### src/hdl/bvt_warp_scheduler_core_defines.svh
// Assertion macros shared by the scheduler RTL
`ifndef BVT_WARP_SCHEDULER_CORE_DEFINES_SVH
`define BVT_WARP_SCHEDULER_CORE_DEFINES_SVH

// Same-cycle implication under synchronous active-low reset
`define BVT_ASSERT_IMP(lbl, clk, rst_n, ante, cons, msg) \
    lbl: assert property (@(posedge clk) disable iff (!rst_n) (ante) |-> (cons)) \
        else $error(msg);

// Next-cycle implication under synchronous active-low reset
`define BVT_ASSERT_NXT(lbl, clk, rst_n, ante, cons, msg) \
    lbl: assert property (@(posedge clk) disable iff (!rst_n) (ante) |=> (cons)) \
        else $error(msg);

`endif

### src/hdl/bvt_pkg.sv
package bvt_pkg;

    localparam int THREADS = 8;

    // Request modes
    localparam logic [2:0] MODE_SETUP = 3'd0;
    localparam logic [2:0] MODE_WAKE  = 3'd1;
    localparam logic [2:0] MODE_SLEEP = 3'd2;
    localparam logic [2:0] MODE_PRIO  = 3'd3;
    localparam logic [2:0] MODE_PICK  = 3'd4;

    // Configuration register indexes
    localparam logic CFG_MCU   = 1'b0;
    localparam logic CFG_ALLOW = 1'b1;

    localparam logic [31:0] MCU_RESET   = 32'd2000000;
    localparam logic [7:0]  ALLOW_RESET = 8'd5;
    localparam logic [7:0]  WEIGHT_LO   = 8'd1;
    localparam logic [7:0]  WEIGHT_HI   = 8'd128;
    localparam logic [63:0] RATIO_TOP   = 64'd1024;
    localparam logic [63:0] SIGN64      = 64'h8000_0000_0000_0000;

    typedef enum logic [4:0] {
        S_IDLE, S_SETUP, S_SETUP_WR, S_WAKE, S_WARP_CHK, S_WARP_CMP, S_WARP_SET,
        S_REFRESH, S_REQ, S_REM, S_INS_INIT, S_INS_WALK, S_INS_PUT,
        S_CHG0, S_CHG1, S_CHG2, S_CHG3, S_CHG_APPLY,
        S_PK_HEAD, S_PK_F, S_PK_S, S_PK_CD, S_PK_M1, S_PK_M2, S_PK_M3,
        S_DIV, S_FIN, S_OUT
    } t_state;

    typedef struct packed {
        logic        start;
        logic [63:0] dividend;
        logic [31:0] divisor;
    } t_div_req;

    typedef struct packed {
        logic        done;
        logic [63:0] quot;
        logic [31:0] rem;
    } t_div_rsp;

    // Signed greater-than on two's complement words
    function automatic logic sgt(input logic [63:0] a, input logic [63:0] b);
        return (a ^ SIGN64) > (b ^ SIGN64);
    endfunction

endpackage

### src/hdl/bvt_div.sv
module bvt_div import bvt_pkg::*; (
    input  logic     i_clk,
    input  logic     i_rst_n,
    input  t_div_req i_req,
    output t_div_rsp o_rsp
);

    logic        r_busy;
    logic        r_done;
    logic [5:0]  r_cnt;
    logic [63:0] r_q;
    logic [31:0] r_r;
    logic [31:0] r_d;
    logic [32:0] sh;
    logic        ge;
    logic [32:0] n_r;

    // One restoring step: shift in the next dividend bit, subtract if it fits
    always_comb begin
        sh  = {r_r, r_q[63]};
        ge  = sh >= {1'b0, r_d};
        n_r = ge ? sh - {1'b0, r_d} : sh;
    end

    // Control: one quotient bit per cycle, pulse done after the last
    always_ff @(posedge i_clk) begin
        if (!i_rst_n) begin
            r_busy <= 1'b0;
            r_done <= 1'b0;
            r_cnt  <= '0;
        end else begin
            r_done <= 1'b0;
            if (i_req.start) begin
                r_busy <= 1'b1;
                r_cnt  <= '0;
            end else if (r_busy) begin
                r_cnt <= r_cnt + 6'd1;
                if (r_cnt == 6'd63) begin
                    r_busy <= 1'b0;
                    r_done <= 1'b1;
                end
            end
        end
    end

    // Datapath
    always_ff @(posedge i_clk) begin
        if (i_req.start) begin
            r_q <= i_req.dividend;
            r_r <= '0;
            r_d <= i_req.divisor;
        end else if (r_busy) begin
            r_q <= {r_q[62:0], ge};
            r_r <= n_r[31:0];
        end
    end

    assign o_rsp.done = r_done;
    assign o_rsp.quot = r_q;
    assign o_rsp.rem  = r_r;

endmodule

### config.mk
export PLATFORM = sky130hd
export DESIGN_NAME = bvt_div
export DESIGN_NICKNAME = d
export VERILOG_FILES = /design/src/hdl/bvt_warp_scheduler_core_defines.svh /design/src/hdl/bvt_pkg.sv /design/src/hdl/bvt_div.sv
export SDC_FILE = /design/constraint.sdc
export NUM_CORES = 1
export LEC_CHECK = 0
export BUFFER_PORTS_ARGS = -buffer_cell sky130_fd_sc_hd__buf_2
export CAP_MARGIN = 20
export CORE_MARGIN = 2
export CORE_UTILIZATION = 48
export DETAILED_ROUTE_END_ITERATION = 8
export GPL_TIMING_DRIVEN = 0
export PLACE_DENSITY = 0.77
export SETUP_SLACK_MARGIN = 0.1
export SYNTH_ARGS = -nofsm -noshare
export SYNTH_HDL_FRONTEND = slang
export SYNTH_SLANG_ARGS = --single-unit
### constraint.sdc
create_clock -name i_clk -period 2.4 [get_ports i_clk]
set_input_delay 0.24 -clock i_clk [delete_from_list [all_inputs] [get_ports i_clk]]
set_output_delay 0.24 -clock i_clk [all_outputs]
set_load 0.02 [all_outputs]
# == Yosys cells after proc, flatten, opt, wreduce, memory -nomap -nowiden ==
# Index checks and enable logic that the tools add are counted.
# classes
add_sub_neg,2
n_lt_le_gt_ge,1
eq_ne,1
muxes,7
n_bitwise,2
reduce_logical,3
# op_table
cell,n
2-to-1 mux 64 bit,2
greater-or-equal comparator 33 x 32 -> 1 bit,1
2-to-1 mux 32 bit,1
subtractor 32 bit,1
adder 6 x 1 -> 6 bit (second input constant),1
== test 6 bit (second input constant),1
2-to-1 mux 1 bit,4
OR reduction 3 bit,1
NOT 1 bit,2
nonzero test 2 bit,1
OR reduction 2 bit,1
# totals
ff_bits,136
input_bits,99
word_cells,22

# == Logic depth before layout (Yosys ltp) ==
# depth
depth_word,4
depth_mapped,14

# == Worst setup path after synthesis ==
# OpenSTA, ideal clock, no wires.
# synth_path
path_kind,flip-flop to flip-flop
start,reg r_q[63]
end,reg r_r[28]
arrival_ns,2.654
t_required_ns,2.263
setup_slack_ns,-0.391
stages_incl_launch_ff,13
n_path_buf,0
synth_period_minus_slack_ns,2.791
cell_sequence,edfxtp_1 -> inv_1 -> ha_1 -> fa_1 -> nand2b_1 -> a21oi_1 -> nor3b_1 -> o221ai_1 -> a211o_1 -> a2111oi_0 -> nor2_1 -> xnor2_1 -> o221ai_1
# synth_between
elab_chain_cells,2
word_cells_on_any_way,3
# synth_lines
item,line,source
from (decl),bvt_div.sv:11,logic [63:0] r_q;
from (signal assigned),bvt_div.sv:49,r_q <= i_req.dividend;
from (signal assigned),bvt_div.sv:53,"r_q <= {r_q[62:0], ge};"
subtractor 32 bit or greater-or-equal comparator 33 x 32 -> 1 bit (tied branches),"bvt_div.sv:22, bvt_div.sv:21",
2-to-1 mux 32 bit (*),bvt_div.sv:22,"n_r = ge ? sh - {1'b0, r_d} : sh;"
to (signal assigned),bvt_div.sv:54,r_r <= n_r[31:0];
to (decl),bvt_div.sv:12,logic [31:0] r_r;
# Mark *: on every way between the ends. The rest lies on a longest branch, timed or not.
# A chain may end at the register's enable or synchronous reset.

# == Worst setup path in the final report ==
# layout_path
start,reg r_d[10]
end,reg r_r[29]
# layout_between
elab_chain_cells,2
word_cells_on_any_way,3
# layout_lines
item,line,source
from (decl),bvt_div.sv:13,logic [31:0] r_d;
from (signal assigned),bvt_div.sv:51,r_d <= i_req.divisor;
subtractor 32 bit or greater-or-equal comparator 33 x 32 -> 1 bit (tied branches),"bvt_div.sv:22, bvt_div.sv:21",
2-to-1 mux 32 bit (*),bvt_div.sv:22,
# Marked as above.

==> flow_summary.yaml <==
logic_synthesis:
  synth_top_area_share_pct: 40.74
  netlist_instances: 613
  yosysTopAreaCell: "edfxtp_1"
  async_reset_ff_share_pct: 0
  ys_types: 54
  synth_area_per_cell_um2: 11.54
  ys_ff_latch: 136
  ys_warn_count: 0
  synth.top_cells.by_area: "edfxtp_1 41%, dfxtp_1 11%, mux2_2 10%"
  synth-seq-area-share_pct: 52.05
  syn_area_um2: 7077
  synth_ff_type: "edfxtp_1"
  synth_edf_count: 96
  synth_nets: 746
floorplanning:
  die_area_um2: 15730
  die_y_um: 125.4
  row_count: 44
  core-area_um2: 14480
  io_pins: 196
  start_util_pct: 48.88
  die_x_um: 125.4
critical_path:
  critPathMaxFanout: 4
  cp_top_family: "compound AO/OA/AOI/OAI gates"
  slowest_stage: "edfxtp_1"
  start_kind: "register"
  required_ns: 2.72
  crit_path_start: "r_d[10]$_DFFE_PP_"
  rr_endpoint: "r_r[29]$_SDFFE_PP0P_"
  arrival_ns: 3.09
  path_buf_inv: 2
  rr_startpoint: "r_d[10]$_DFFE_PP_"
  crit_chain: "inv_2 -> ha_4 -> buf_6 -> a21oi_1 -> o22ai_2 -> a211oi_4 -> a21boi_4 -> o211ai_1 -> a31oi_2 -> o21a_1 -> or3_1 -> a311oi_1"
  critPathKind: "register to register"
  reg2reg_depth: 12
  end_kind: "register"
  critPathMaxStageDelay_ns: 0.38
  r2r_slack_ns: -0.37
min_path:
  min_to: "r_d[14]$_DFFE_PP_"
  holdCritPathClass: "input pin to register"
  whs_path_depth: 1
  hp-start: "i_req[14]"
drt:
  viasPerCell: 5.629
  via_count: 6153
  drc_errors: 0
  drtPass1Iterations: 5
  antenna_left: 0
  routed_wl_um: 21030
  initialDrtViolationCount: 515
  wl_per_cell_um: 19.24
sta:
  final_max_slew_viol_count: 0
  skew_ns: 0.006733
  fin_hold_ws_ns: 0.01939
  setup_slack_ns: -0.3706
  rsz0062_at_grt: "true"
  setup_viol: 33
  timing.fmax_ghz: 0.3609
  slew_headroom_pct: 40.96
  hold_viol_final: 0
  finalCriticalPeriod_ns: 2.771
  final_min_period_over_clock_period_pct: 115.4
  worst_slew_pin_slew_ns: 0.8856
pwr:
  power_switching_share_pct: 28.88
  switchingPower_uw: 2204
  p_clk_share_pct: 36.3
  intPower_uw: 5428
  p_per_area_nw_per_um2: 739.3
  pwr-share-seq_pct: 38.1
  ir_drop_mv: 0.5890
  combPwrFrac_pct: 25.5
  p_leak_uw: 0.004301
job:
  drv_cap: 0
final_layout:
  n_antenna_cell: 0
  syn_to_final_growth_pct: 45.86
  nNetsFinal: 1029
  final_cell_mix: "194 x buf_2, 96 x edfxtp_1, 63 x mux2_2, 41 x nand2_1, 35 x nor2_1"
  final_common_cell: "buf_2"
  drive_above_1_share_pct: 47.52
grt:
  antenna_found_initial: 1
  overflow: 0
  grt_pass1_vias: 6287
  grt_pass1_wl_um: 31990
  grt_max_degree: 41
  track_usage_pct: 25.86
place:
  globalplace.congestion: 0.8765
  hpwl_um: 13580
  place_ws_ns: -0.7026
  portBuffers: 195
cts:
  clockRootBuffer: "clkbuf_16"
  clkTransAtPathRegs_ns: 0.06
  cts_tree: "done"
  clk_latency_ns: 0.42
  numCtsBuffers: 17
  cts_sinks: 136
  cts_max_level: 4
  cts_max_path_buffers: 2
status:
  violations: "setup timing"
  status: "complete, but fails checks"
## registers in the layout, summed over array words and instances (netlist names)
signal  count
r_cnt       6
r_r        32
r_done      1
r_q        64
r_busy      1
r_d        32
## what timing repair did
| action | 4_1_cts | 5_1_grt |
|---|---|---|
| gates cloned | 4 | 0 |
| endpoints found under the setup margin | 97 | 33 |
| endpoints found under the hold margin | 29 | 2 |
| pin swaps | 48 | 23 |
| setup buffers | 25 | 9 |
| hold buffers | 29 | 2 |
| resized for setup | 54 | 48 |
## metrics by stage
step | std cells | util (%) | total power (µW) | setup TNS (ns) | area [µm²]
after floorplan | 613 | - | 3977 | -1.350 | 7337
after global placement | 992 | 59.00 | 4432 | -98.65 | 8543
after detailed placement | 993 | 59.14 | 4460 | -59.54 | 8563
after CTS | 1082 | 68.87 | 7495 | -7.073 | 9972
after global routing | 1093 | 71.29 | 7948 | -12.65 | 10320
final | 1093 | 71.29 | 7632 | -8.915 | 10320
## routing by layer
| layer | up-vias | routed length, µm | global-route usage, % | part of all wire [%] |
|---|---|---|---|---|
| met1 | 2954 | 8036 | 29.86 | 38 |
| met2 | 300 | 10540 | 44.20 | 50 |
| met3 | 51 | 1810 | 8.686 | 8.6 |
| met4 | 0 | 640 | 10.46 | 3.0 |
| met5 | - | 0 | 0 | 0 |
| li1 | 2848 | - | - | - |
## how the worst max path moves through the flow
| stage | endpoint | cells after the start | slack [ns] |
|---|---|---|---|
| global route | r_r[29]$_SDFFE_PP0P_ | 12 | -0.49 |
| finish | r_r[29]$_SDFFE_PP0P_ | 12 | -0.37 |
| global placement | r_q[13]$_DFFE_PP_ | 5 | -1.26 |
| floorplan | r_r[28]$_SDFFE_PP0P_ | 12 | -0.21 |
| CTS | r_r[29]$_SDFFE_PP0P_ | 13 | -0.33 |
| detailed placement | r_q[13]$_DFFE_PP_ | 6 | -0.70 |
## synthesized netlist by cell type, drive strengths merged (3+ instances only)
library cell / count
nor3b: 3
a21oi: 29
a41oi: 3
nand2b: 9
xnor2: 15
inv: 37
mux2i: 18
and2: 4
nand2: 42
a31oi: 8
buf: 9
edfxtp: 96
nor2: 35
a211oi: 13
nor3: 4
a21o: 9
o21a: 7
or3: 5
and3: 6
clkbuf: 18
o21bai: 6
mux2: 63
a32oi: 3
o31ai: 4
nand3: 13
a311oi: 6
o21ai: 22
ha: 33
nand4: 7
a211o: 3
xor2: 17
o211ai: 4
dfxtp: 40
nor2b: 4
## power groups by stage
| stage | logic [µW] | clock network, µW | registers (µW) |
|---|---|---|---|
| after floorplan | 865 | 0 | 3110 |
| after global placement | 1490 | 0 | 2940 |
| after detailed placement | 1520 | 0 | 2940 |
| after CTS | 1780 | 2820 | 2900 |
| after global routing | 2080 | 2940 | 2930 |
| final | 1950 | 2770 | 2910 |
## cell families after synthesis
logic type	count (synthesis)	synth area share (%)
flops	136	52.05
mux	81	12.57
simple gates	138	9.353
compound gates	128	12.25
xor+xnor	32	3.960
buf+inv	64	3.695
fa+ha+maj	34	6.117
## final cells by class
class	instances	area, µm²
well taps	184	230.2
repair buffers	263	1688
flip-flops and latches	136	3711
multi-input cells	413	3722
repair inverters	1	7.507
plain buffers	27	197.7
inverters	37	142.6
fillers	1006	4156
clock inverters	12	176.4
clock buffers	20	446.7
No activity file was read; power rests on OpenSTA's default activity.
